===== src/sv/ota_pkg.sv =====
// shared types, codes and constants for the image sender controller
`timescale 1ns / 1ps
package ota_pkg;

  localparam int unsigned MaxImageBytes = 262144;
  localparam int unsigned PayloadBytes  = 512;
  localparam int unsigned PayloadShift  = $clog2(PayloadBytes);

  localparam int unsigned LenW  = 19;
  localparam int unsigned PktW  = 10;
  localparam int unsigned TimeW = 11;
  localparam int unsigned DvdW  = 16;

  // input operation codes
  localparam logic [2:0] OpStart  = 3'd0;
  localparam logic [2:0] OpTick   = 3'd1;
  localparam logic [2:0] OpTxDone = 3'd2;
  localparam logic [2:0] OpRxDone = 3'd3;

  // radio command codes
  localparam logic [2:0] CmdNone     = 3'd0;
  localparam logic [2:0] CmdHsReq    = 3'd1;
  localparam logic [2:0] CmdListen   = 3'd2;
  localparam logic [2:0] CmdHsAck    = 3'd3;
  localparam logic [2:0] CmdInitSend = 3'd4;
  localparam logic [2:0] CmdSend     = 3'd5;
  localparam logic [2:0] CmdClose    = 3'd6;

  // status codes
  localparam logic [2:0] StIdle    = 3'd0;
  localparam logic [2:0] StHs      = 3'd1;
  localparam logic [2:0] StUpgrade = 3'd2;
  localparam logic [2:0] StDone    = 3'd3;
  localparam logic [2:0] StFailed  = 3'd4;
  localparam logic [2:0] StSame    = 3'd5;

  // burn reply codes
  localparam logic [7:0] BurnResend = 8'd2;
  localparam logic [7:0] BurnFinish = 8'd3;

  // timeouts in ms
  localparam logic [TimeW-1:0] HsTxTime  = 11'd50;
  localparam logic [TimeW-1:0] HsRspBase = 11'd35;
  localparam logic [TimeW-1:0] AckTime   = 11'd1000;
  localparam logic [TimeW-1:0] PktTime   = 11'd2000;

  localparam logic [4:0] HsRspLen = 5'd8;
  localparam logic [4:0] BurnLen  = 5'd3;
  localparam logic [6:0] FullPct  = 7'd100;

  typedef enum logic [9:0] {
    PH_IDLE    = 10'b0000000001,
    PH_HS_TX   = 10'b0000000010,
    PH_HS_RSP  = 10'b0000000100,
    PH_ACK_TX  = 10'b0000001000,
    PH_BCN     = 10'b0000010000,
    PH_SENDING = 10'b0000100000,
    PH_FINISH  = 10'b0001000000,
    PH_DONE    = 10'b0010000000,
    PH_FAILED  = 10'b0100000000,
    PH_SAME    = 10'b1000000000
  } phase_t;

  typedef struct packed {
    logic [2:0]  op;
    logic [3:0]  slot_number;
    logic        is_data_slot;
    logic [4:0]  rx_length;
    logic [31:0] rx_low_word;
    logic [31:0] rx_high_word;
    logic        radio_ok;
  } in_item_t;

  typedef struct packed {
    logic [2:0]  command;
    logic        first_init;
    logic [9:0]  packet_index;
    logic [9:0]  packet_length;
    logic [31:0] terminal_low_word;
    logic [31:0] terminal_high_word;
    logic [2:0]  status;
    logic [6:0]  progress;
  } out_item_t;

  // controller to datapath
  typedef struct packed {
    logic step;
    logic prep;
    logic div;
    logic load;
  } ctl_cmd_t;

  // datapath to controller
  typedef struct packed {
    logic div_last;
    logic out_free;
  } ctl_sts_t;

endpackage


===== src/sv/ota_datapath.sv =====
// protocol state, step logic, percent divider and output register
`timescale 1ns / 1ps
module ota_datapath (
  input  logic              clk,
  input  logic              rst,
  input  logic              cfg_we,
  input  logic [18:0]       cfg_data,
  input  ota_pkg::in_item_t in_item,
  input  ota_pkg::ctl_cmd_t ctl,
  output ota_pkg::ctl_sts_t sts,
  output logic              out_valid,
  input  logic              out_ready,
  output ota_pkg::out_item_t out_item
);

  localparam int unsigned LenW = ota_pkg::LenW;
  localparam int unsigned PktW = ota_pkg::PktW;
  localparam int unsigned TimeW = ota_pkg::TimeW;
  localparam int unsigned DvdW = ota_pkg::DvdW;

  logic [LenW-1:0]  image_length;
  ota_pkg::phase_t  phase, phase_next;
  logic [PktW-1:0]  next_packet, next_packet_next;
  logic [PktW-1:0]  packet_total, packet_total_next;
  logic [TimeW-1:0] time_left, time_left_next;
  logic [7:0]       attempt_count, attempt_count_next;
  logic             slot_initialized, slot_initialized_next;
  logic             first_queued, first_queued_next;
  logic [63:0]      receiver_id, receiver_id_next;

  logic [2:0]      cmd_next, cmd_r;
  logic            init_next, init_r;
  logic [PktW-1:0] idx_next, idx_r, len_next, len_r;

  // packet check: {ok, length}
  function automatic logic [PktW:0] pkt_check(input logic [15:0] idx,
                                              input logic [PktW-1:0] total,
                                              input logic [LenW-1:0] ilen);
    logic [LenW:0] off;
    logic [LenW:0] rem;
    logic          hit;
    logic [PktW-1:0] plen;
    off  = (LenW+1)'(idx[PktW-1:0] - 1'b1) << ota_pkg::PayloadShift;
    hit  = (idx != 16'd0) && (idx <= {6'd0, total}) && (off < {1'b0, ilen});
    rem  = {1'b0, ilen} - off;
    plen = (rem > (LenW+1)'(ota_pkg::PayloadBytes)) ? PktW'(ota_pkg::PayloadBytes)
                                                     : rem[PktW-1:0];
    return {hit, plen};
  endfunction

  // one protocol step for the accepted beat
  always_comb begin
    logic [PktW:0]   chk;
    logic [LenW:0]   tot_sum;
    logic            active;
    logic            ok;
    logic [TimeW-1:0] tl_dec;
    logic [7:0]      code;
    chk = '0;
    tot_sum = '0;
    ok = in_item.radio_ok;
    code = in_item.rx_low_word[23:16];
    active = !(phase == ota_pkg::PH_IDLE || phase == ota_pkg::PH_DONE ||
               phase == ota_pkg::PH_FAILED || phase == ota_pkg::PH_SAME);
    tl_dec = (time_left != '0) ? time_left - 1'b1 : time_left;
    phase_next = phase;
    next_packet_next = next_packet;
    packet_total_next = packet_total;
    time_left_next = time_left;
    attempt_count_next = attempt_count;
    slot_initialized_next = slot_initialized;
    first_queued_next = first_queued;
    receiver_id_next = receiver_id;
    cmd_next = ota_pkg::CmdNone;
    init_next = 1'b0;
    idx_next = '0;
    len_next = '0;
    if (in_item.op == ota_pkg::OpStart) begin
      if (!active) begin
        if (image_length == '0 ||
            {1'b0, image_length} > (LenW+1)'(ota_pkg::MaxImageBytes)) begin
          phase_next = ota_pkg::PH_FAILED;
        end else begin
          tot_sum = {1'b0, image_length} + (LenW+1)'(ota_pkg::PayloadBytes - 1);
          packet_total_next = PktW'(tot_sum >> ota_pkg::PayloadShift);
          cmd_next = ota_pkg::CmdHsReq;
          init_next = 1'b1;
          if (ok) begin
            slot_initialized_next = 1'b1;
            attempt_count_next = 8'd1;
            time_left_next = ota_pkg::HsTxTime;
            phase_next = ota_pkg::PH_HS_TX;
          end else begin
            attempt_count_next = 8'd0;
            cmd_next = ota_pkg::CmdClose;
            slot_initialized_next = 1'b0;
            phase_next = ota_pkg::PH_FAILED;
          end
        end
      end
    end else if (active) begin
      case (in_item.op)
        ota_pkg::OpTick: begin
          time_left_next = tl_dec;
          if (tl_dec == '0) begin
            if (phase == ota_pkg::PH_HS_TX || phase == ota_pkg::PH_HS_RSP) begin
              cmd_next = ota_pkg::CmdHsReq;
              init_next = !slot_initialized;
              if (ok) begin
                slot_initialized_next = 1'b1;
                attempt_count_next = attempt_count + 8'd1;
                time_left_next = ota_pkg::HsTxTime;
                phase_next = ota_pkg::PH_HS_TX;
              end
            end else begin
              cmd_next = ota_pkg::CmdClose;
              slot_initialized_next = 1'b0;
              phase_next = ota_pkg::PH_FAILED;
            end
          end
        end
        ota_pkg::OpTxDone: begin
          if (phase == ota_pkg::PH_HS_TX) begin
            cmd_next = ota_pkg::CmdListen;
            if (ok) begin
              time_left_next = ota_pkg::HsRspBase +
                               TimeW'({attempt_count[1:0], 2'b00} + attempt_count[1:0]);
              phase_next = ota_pkg::PH_HS_RSP;
            end else begin
              cmd_next = ota_pkg::CmdClose;
              slot_initialized_next = 1'b0;
              phase_next = ota_pkg::PH_FAILED;
            end
          end else if (phase == ota_pkg::PH_ACK_TX) begin
            chk = pkt_check(16'd1, packet_total, image_length);
            next_packet_next = PktW'(1);
            slot_initialized_next = 1'b0;
            if (chk[PktW] && ok) begin
              cmd_next = ota_pkg::CmdInitSend;
              idx_next = PktW'(1);
              len_next = chk[PktW-1:0];
              next_packet_next = PktW'(2);
              first_queued_next = 1'b1;
              phase_next = ota_pkg::PH_BCN;
              time_left_next = ota_pkg::PktTime;
            end else begin
              first_queued_next = 1'b0;
              cmd_next = ota_pkg::CmdClose;
              phase_next = ota_pkg::PH_FAILED;
            end
          end else if (phase == ota_pkg::PH_SENDING && in_item.slot_number == 4'd1) begin
            chk = pkt_check({6'd0, next_packet}, packet_total, image_length);
            if (next_packet > packet_total) begin
              phase_next = ota_pkg::PH_FINISH;
              time_left_next = ota_pkg::PktTime;
            end else if (chk[PktW] && ok) begin
              cmd_next = ota_pkg::CmdSend;
              idx_next = next_packet;
              len_next = chk[PktW-1:0];
              time_left_next = ota_pkg::PktTime;
              next_packet_next = next_packet + 1'b1;
              phase_next = (next_packet_next > packet_total) ? ota_pkg::PH_FINISH
                                                             : ota_pkg::PH_SENDING;
            end else begin
              cmd_next = ota_pkg::CmdClose;
              slot_initialized_next = 1'b0;
              phase_next = ota_pkg::PH_FAILED;
            end
          end
        end
        ota_pkg::OpRxDone: begin
          if (phase == ota_pkg::PH_HS_RSP) begin
            if (in_item.rx_length == ota_pkg::HsRspLen) begin
              if (&in_item.rx_low_word && &in_item.rx_high_word) begin
                cmd_next = ota_pkg::CmdClose;
                slot_initialized_next = 1'b0;
                phase_next = ota_pkg::PH_SAME;
              end else begin
                receiver_id_next = {in_item.rx_high_word, in_item.rx_low_word};
                cmd_next = ota_pkg::CmdHsAck;
                if (ok) begin
                  time_left_next = ota_pkg::AckTime;
                  phase_next = ota_pkg::PH_ACK_TX;
                end else begin
                  cmd_next = ota_pkg::CmdClose;
                  slot_initialized_next = 1'b0;
                  phase_next = ota_pkg::PH_FAILED;
                end
              end
            end
          end else if ((phase == ota_pkg::PH_BCN || phase == ota_pkg::PH_SENDING) &&
                       !in_item.is_data_slot && in_item.slot_number == 4'd0) begin
            if (phase == ota_pkg::PH_BCN && first_queued) begin
              phase_next = ota_pkg::PH_SENDING;
            end
          end else if (((phase == ota_pkg::PH_BCN || phase == ota_pkg::PH_SENDING) ||
                        (phase == ota_pkg::PH_FINISH && in_item.is_data_slot)) &&
                       in_item.rx_length == ota_pkg::BurnLen) begin
            // burn reply: resend request or finish
            if (code == ota_pkg::BurnResend) begin
              chk = pkt_check(in_item.rx_low_word[15:0], packet_total, image_length);
              if (chk[PktW] && ok) begin
                cmd_next = ota_pkg::CmdSend;
                idx_next = in_item.rx_low_word[PktW-1:0];
                len_next = chk[PktW-1:0];
                time_left_next = ota_pkg::PktTime;
                phase_next = (next_packet > packet_total) ? ota_pkg::PH_FINISH
                                                          : ota_pkg::PH_SENDING;
              end else begin
                cmd_next = ota_pkg::CmdClose;
                slot_initialized_next = 1'b0;
                phase_next = ota_pkg::PH_FAILED;
              end
            end else if (code == ota_pkg::BurnFinish) begin
              cmd_next = ota_pkg::CmdClose;
              slot_initialized_next = 1'b0;
              phase_next = ota_pkg::PH_DONE;
            end
          end
        end
        default: begin
        end
      endcase
    end
  end

  // config register and protocol state
  always_ff @(posedge clk) begin
    if (rst) begin
      image_length <= '0;
      phase <= ota_pkg::PH_IDLE;
      next_packet <= '0;
      packet_total <= '0;
      time_left <= '0;
      attempt_count <= '0;
      slot_initialized <= 1'b0;
      first_queued <= 1'b0;
      receiver_id <= '0;
    end else begin
      if (cfg_we) begin
        image_length <= cfg_data;
      end
      if (ctl.step) begin
        phase <= phase_next;
        next_packet <= next_packet_next;
        packet_total <= packet_total_next;
        time_left <= time_left_next;
        attempt_count <= attempt_count_next;
        slot_initialized <= slot_initialized_next;
        first_queued <= first_queued_next;
        receiver_id <= receiver_id_next;
      end
    end
  end

  // per-beat command fields
  always_ff @(posedge clk) begin
    if (ctl.step) begin
      cmd_r <= cmd_next;
      init_r <= init_next;
      idx_r <= idx_next;
      len_r <= len_next;
    end
  end

  // progress percent: restoring divider, one quotient bit per cycle
  logic [DvdW-1:0] dvd;
  logic [PktW-1:0] rem;
  logic [6:0]      quo;
  logic [3:0]      div_cnt;
  logic            prog_fix;
  logic [6:0]      prog_val;
  logic [2:0]      status_r;
  logic [PktW:0]   rem_sh;
  logic            rem_ge;
  logic [PktW-1:0] sent;
  logic            upgrading;

  assign rem_sh = {rem, dvd[DvdW-1]};
  assign rem_ge = rem_sh >= {1'b0, packet_total};
  assign sent = (next_packet == '0) ? '0 :
                ((next_packet - 1'b1) > packet_total) ? packet_total : next_packet - 1'b1;
  assign upgrading = phase == ota_pkg::PH_BCN || phase == ota_pkg::PH_SENDING ||
                     phase == ota_pkg::PH_FINISH;

  always_ff @(posedge clk) begin
    if (ctl.prep) begin
      dvd <= DvdW'(sent * 7'd100);
      rem <= '0;
      quo <= '0;
      div_cnt <= '0;
      prog_fix <= !upgrading || packet_total == '0;
      prog_val <= (phase == ota_pkg::PH_DONE || phase == ota_pkg::PH_SAME) ?
                  ota_pkg::FullPct : 7'd0;
      case (phase)
        ota_pkg::PH_IDLE:   status_r <= ota_pkg::StIdle;
        ota_pkg::PH_DONE:   status_r <= ota_pkg::StDone;
        ota_pkg::PH_FAILED: status_r <= ota_pkg::StFailed;
        ota_pkg::PH_SAME:   status_r <= ota_pkg::StSame;
        default:            status_r <= upgrading ? ota_pkg::StUpgrade : ota_pkg::StHs;
      endcase
    end else if (ctl.div) begin
      dvd <= {dvd[DvdW-2:0], 1'b0};
      rem <= rem_ge ? PktW'(rem_sh - {1'b0, packet_total}) : rem_sh[PktW-1:0];
      quo <= {quo[5:0], rem_ge};
      div_cnt <= div_cnt + 4'd1;
    end
  end

  assign sts.div_last = div_cnt == 4'd15;
  assign sts.out_free = !out_valid || out_ready;

  // output register
  always_ff @(posedge clk) begin
    if (rst) begin
      out_valid <= 1'b0;
    end else if (ctl.load) begin
      out_valid <= 1'b1;
    end else if (out_ready) begin
      out_valid <= 1'b0;
    end
  end

  always_ff @(posedge clk) begin
    if (ctl.load) begin
      out_item.command <= cmd_r;
      out_item.first_init <= init_r;
      out_item.packet_index <= idx_r;
      out_item.packet_length <= len_r;
      out_item.terminal_low_word <= receiver_id[31:0];
      out_item.terminal_high_word <= receiver_id[63:32];
      out_item.status <= status_r;
      out_item.progress <= prog_fix ? prog_val : quo;
    end
  end

endmodule


===== src/sv/ota_ctrl.sv =====
// sequencer: accept, step, divide, hand result to the output register
`timescale 1ns / 1ps
module ota_ctrl (
  input  logic              clk,
  input  logic              rst,
  input  logic              in_valid,
  output logic              in_ready,
  input  ota_pkg::ctl_sts_t sts,
  output ota_pkg::ctl_cmd_t ctl
);

  typedef enum logic [3:0] {
    S_IDLE = 4'b0001,
    S_PREP = 4'b0010,
    S_DIV  = 4'b0100,
    S_LOAD = 4'b1000
  } ctl_state_t;

  ctl_state_t state, state_next;

  assign in_ready = state == S_IDLE;

  // next state and commands
  always_comb begin
    state_next = state;
    ctl = '0;
    case (state)
      S_IDLE: begin
        if (in_valid) begin
          ctl.step = 1'b1;
          state_next = S_PREP;
        end
      end
      S_PREP: begin
        ctl.prep = 1'b1;
        state_next = S_DIV;
      end
      S_DIV: begin
        ctl.div = 1'b1;
        if (sts.div_last) begin
          state_next = S_LOAD;
        end
      end
      S_LOAD: begin
        if (sts.out_free) begin
          ctl.load = 1'b1;
          state_next = S_IDLE;
        end
      end
      default: state_next = S_IDLE;
    endcase
  end

  always_ff @(posedge clk) begin
    if (rst) begin
      state <= S_IDLE;
    end else begin
      state <= state_next;
    end
  end

endmodule


===== src/sv/ota_image_sender_fsm.sv =====
// Firmware image sender controller, top level.
//
// Channels: in (valid/ready, one event beat: start, 1 ms tick or radio event),
// out (valid/ready, one result beat per input beat), cfg (valid/ready, writes
// image_length; always ready, take it only while the block is idle).
// Each input beat is stepped through the protocol state at acceptance, then
// the progress percent is formed by a restoring divider, and the result
// enters the output register. No new input beat is taken until the result
// of the last one has entered the output register.
// The output register lets a new beat be accepted while a result waits; if
// the receiver stalls, the following result waits in the sequencer and no
// further beat is taken until the output register frees.
// Reset (synchronous) returns to idle with all protocol state and
// image_length cleared and no result pending.
`timescale 1ns / 1ps
module ota_image_sender_fsm (
  input  logic               clk,
  input  logic               rst,
  input  logic               in_valid,
  output logic               in_ready,
  input  ota_pkg::in_item_t  in_item,
  output logic               out_valid,
  input  logic               out_ready,
  output ota_pkg::out_item_t out_item,
  input  logic               cfg_valid,
  output logic               cfg_ready,
  input  logic [18:0]        cfg_data
);

  ota_pkg::ctl_cmd_t ctl;
  ota_pkg::ctl_sts_t sts;

  assign cfg_ready = 1'b1;

  ota_ctrl u_ctrl (
    .clk      (clk),
    .rst      (rst),
    .in_valid (in_valid),
    .in_ready (in_ready),
    .sts      (sts),
    .ctl      (ctl)
  );

  ota_datapath u_dp (
    .clk       (clk),
    .rst       (rst),
    .cfg_we    (cfg_valid),
    .cfg_data  (cfg_data),
    .in_item   (in_item),
    .ctl       (ctl),
    .sts       (sts),
    .out_valid (out_valid),
    .out_ready (out_ready),
    .out_item  (out_item)
  );

endmodule


===== config.mk =====
export PLATFORM = sky130hd
export DESIGN_NAME = ota_image_sender_fsm
export DESIGN_NICKNAME = d
export VERILOG_FILES = /design/src/sv/ota_pkg.sv /design/src/sv/ota_datapath.sv /design/src/sv/ota_ctrl.sv /design/src/sv/ota_image_sender_fsm.sv
export SDC_FILE = /design/constraint.sdc
export NUM_CORES = 1
export LEC_CHECK = 0
export BUFFER_PORTS_ARGS = -buffer_cell sky130_fd_sc_hd__clkbuf_2
export CORE_MARGIN = 2
export CORE_UTILIZATION = 59
export DETAILED_ROUTE_END_ITERATION = 10
export MAX_ROUTING_LAYER = met4
export PLACE_DENSITY = 0.81
export SYNTH_ARGS = -nofsm -noshare
export SYNTH_HDL_FRONTEND = slang
export SYNTH_SLANG_ARGS = --single-unit

===== constraint.sdc =====
create_clock -name clk -period 7.05 [get_ports clk]
set_input_delay 0.3525 -clock clk [delete_from_list [all_inputs] [get_ports clk]]
set_output_delay 0.3525 -clock clk [all_outputs]
set_load 0.005 [all_outputs]

==> flow_summary.toml <==
[outcome]
status = "completed"

[power]
finalPower_w = 0.00495
peakVddDrop_v = 0.000278
p_per_area_nw_per_um2 = 267
leakage_nw = 7.27

[logic_synthesis]
yosysWarnings = 0
syn_area_per_cell_um2 = 9.44
yosys-top-cells-count = "nand2_1 (212), dfxtp_1 (154), a21oi_1 (142)"
async_flop_share_pct = 0
syn_inst = 1734
synth_top_area_cell = "edfxtp_1"
synth_top_family_by_area = "simple AND/OR/NAND/NOR gates"
synthFlopType = "dfxtp_1"
synth_compound_area_share_pct = 15.7
syn_nets = 1954
synth_edf_count = 141
seq_area_frac_synth_pct = 44.7
synthAdderAreaFrac_pct = 9.39
synth_area_um2 = 16400
synth_simple_gate_area_share_pct = 20.1
muxShareOfSynthArea_pct = 2.55
synth_seq_cells = 295
synth_cell_types = 88
synth_top_area_share_pct = 25.9
yosysMostFrequentCell = "nand2_1"
yosys.area_share.xor_xnor_pct = 3.32
netlist_top_cells_area = "edfxtp_1 (26%), dfxtp_1 (19%), ha_1 (8.4%), nand2_1 (4.9%), a21oi_1 (4.3%)"

[sta]
fin_skew_ns = 0.0175
setup_viol = 0
maxSlewViolCount = 0
max_slew.worst_pin.slew_ns = 1.08
fin_setup_tns_ns = 0
finalCritPeriodShare_pct = 88.5
hold_viol_final = 0
fmax_mhz = 160
rsz0062_at_grt = "false"
slew_headroom_pct = 28.2
finalCriticalPeriod_ns = 6.24

[clock_tree]
cts_tree = "yes"
clock_path_buffers = 3
cts_hold_buf = 0
clock_sinks = 295
cts_resized = 0
clkLatencyLatePin_ns = 0.57
clk_pin_slew_ns = 0.06
h-tree-depth = 1
cts_buffers = 30
root_buffer = "clkbuf_16"
post-cts-setup-buffer-count = 0

[global_route]
antenna_found_initial = 1
grt_usage_pct = 30.6
grt_pass1_vias = 13167
grt_remaining_overflow = 0
grt_max_degree = 96
grt_pass1_wl_um = 68900

[final_layout]
num-fill-cells = 2126
nNetsFinal = 2111
fin_util_pct = 68.5
multi_input_area_um2 = 8390
ff_latch_area_um2 = 7320
drive_above_1_share_pct = 15.5
areaGrowthSynthToFinish_pct = 13.4

[drt]
vias_per_cell = 6.15
antenna_left = 0
drt_iter0_markers = 1480
wl_um = 44100
vias = 14070
drc = 0
detail_route.wl_per_cell_um = 19.3
drtPass1Iterations = 5

[floorplan]
die_x_um = 171
start_util_pct = 60.4
core-area_um2 = 27100
die_h_um = 171
placementRows = 60
ioPinCount = 203
die_area_um2 = 29100

[critical_path]
worstPathRequired_ns = 7.43
critPathCaptureType = "flop"
start_kind = "flop"
path_class = "reg2reg"
arrival_ns = 6.62
path_max_fanout = 11

[run]
drv_cap = 0

[place]
portBuffers = 201
place.gp.congestion = 0.965
dp_hpwl_um = 32300

[worst_hold_path]
hp-class = "in2reg"
==> worst max-delay path, stage by stage (launching register included) <==
cell and delay (ns):
dfxtp_1 0.42, nor4_1 0.55, nand2b_1 0.15, nor3b_1 0.27, xnor2_1 0.12, ha_1 0.30, nand3_1 0.10, o21bai_1 0.16
a21o_1 0.18, a31oi_2 0.41, buf_4 0.25, nor2_1 0.05, a21oi_1 0.20, nor2_1 0.09, ha_1 0.23, ha_1 0.29
fa_1 0.46, ha_1 0.34, nor2b_1 0.14, o21ai_0 0.19, a21boi_0 0.15, o21ai_0 0.23, a21boi_0 0.16, o21a_1 0.21
o21a_1 0.17, o31ai_1 0.22
==> placed cells by master (no fill, tap or decap), types with 37 or more instances in the layout <==
cell      instances
nor4_1           37
nand2_1         212
ha_1            110
xnor2_1          37
nor3_1           37
dfxtp_1         154
nand3_1          37
nor2_1          126
inv_1            82
nand4_1          38
o21ai_0          58
a21oi_1         142
edfxtp_1        141
clkbuf_2        200
==> cell type report <==
type / instances / area share [%]
Inverter: 82 / 1.66
Timing Repair Buffer: 213 / 5.92
Tap cell: 372 / 2.51
Clock inverter: 15 / 0.735
Clock buffer: 41 / 4.60
Multi-Input combinational cell: 1269 / 45.2
Sequential cell: 295 / 39.4
Antenna cell: 1 / 0.0135
==> flip-flops by register name, summed over array words and instances, names as in the netlist, 11 cells and up <==
| name | cells |
|---|---|
| u_dp.out_item | 98 |
| u_dp.receiver_id | 64 |
| u_dp.image_length | 19 |
| u_dp.dvd | 14 |
| u_dp.time_left | 11 |
==> power by group <==
| group | internal, W | switching (W) |
|---|---|---|
| Clock | 0.000919 | 0.000674 |
| Combinational | 0.000546 | 0.000845 |
| Sequential | 0.00186 | 0.000104 |
| Total | 0.00333 | 0.00162 |
==> kinds of logic (layout without fill, tap and decap cells) <==
family,after synthesis,count (layout)
buffers and inverters,170,351
adder cells (fa/ha/maj),118,118
XOR/XNOR,62,62
multiplexers,41,41
other,1,2
AO/OA/AOI/OAI,396,396
AND/OR/NAND/NOR,651,651
flip-flops,295,295
==> stage by stage <==
step	std cells	setup slack [ns]	cell area [um2]	hold WS [ns]
floorplan	1734	0.965	16400	0.400
global placement	2231	0.849	17600	0.401
detailed placement	2231	0.736	17600	0.405
CTS	2287	0.673	18600	0.0241
global route	2288	0.152	18600	0.0337
finish	2288	0.811	18600	0.0315
==> path summary, 6_finish.rpt <==
| kind | start | end | slack [ns] | cells past startpoint |
|---|---|---|---|---|
| setup reg to reg | u_dp.next_packet[2] | u_dp.dvd[14] | 0.81 | 25 |
| hold reg to reg | u_dp.len_r[9] | u_dp.out_item[83] | 0.42 | 0 |
| setup / recovery | u_dp.next_packet[2] | u_dp.dvd[14] | 0.81 | 25 |
| hold / removal | cfg_data[14] | u_dp.image_length[14] | 0.03 | 3 |
==> layer usage <==
layer | vias up | track usage [%] | share of wire, %
met5 | - | - | 0
met2 | 646 | 48.4 | 46
met4 | 0 | 10.2 | 3.4
met3 | 113 | 4.60 | 8.6
li1 | 6659 | - | -
met1 | 6652 | 40.6 | 42
(Power assumes the default switching activity.)
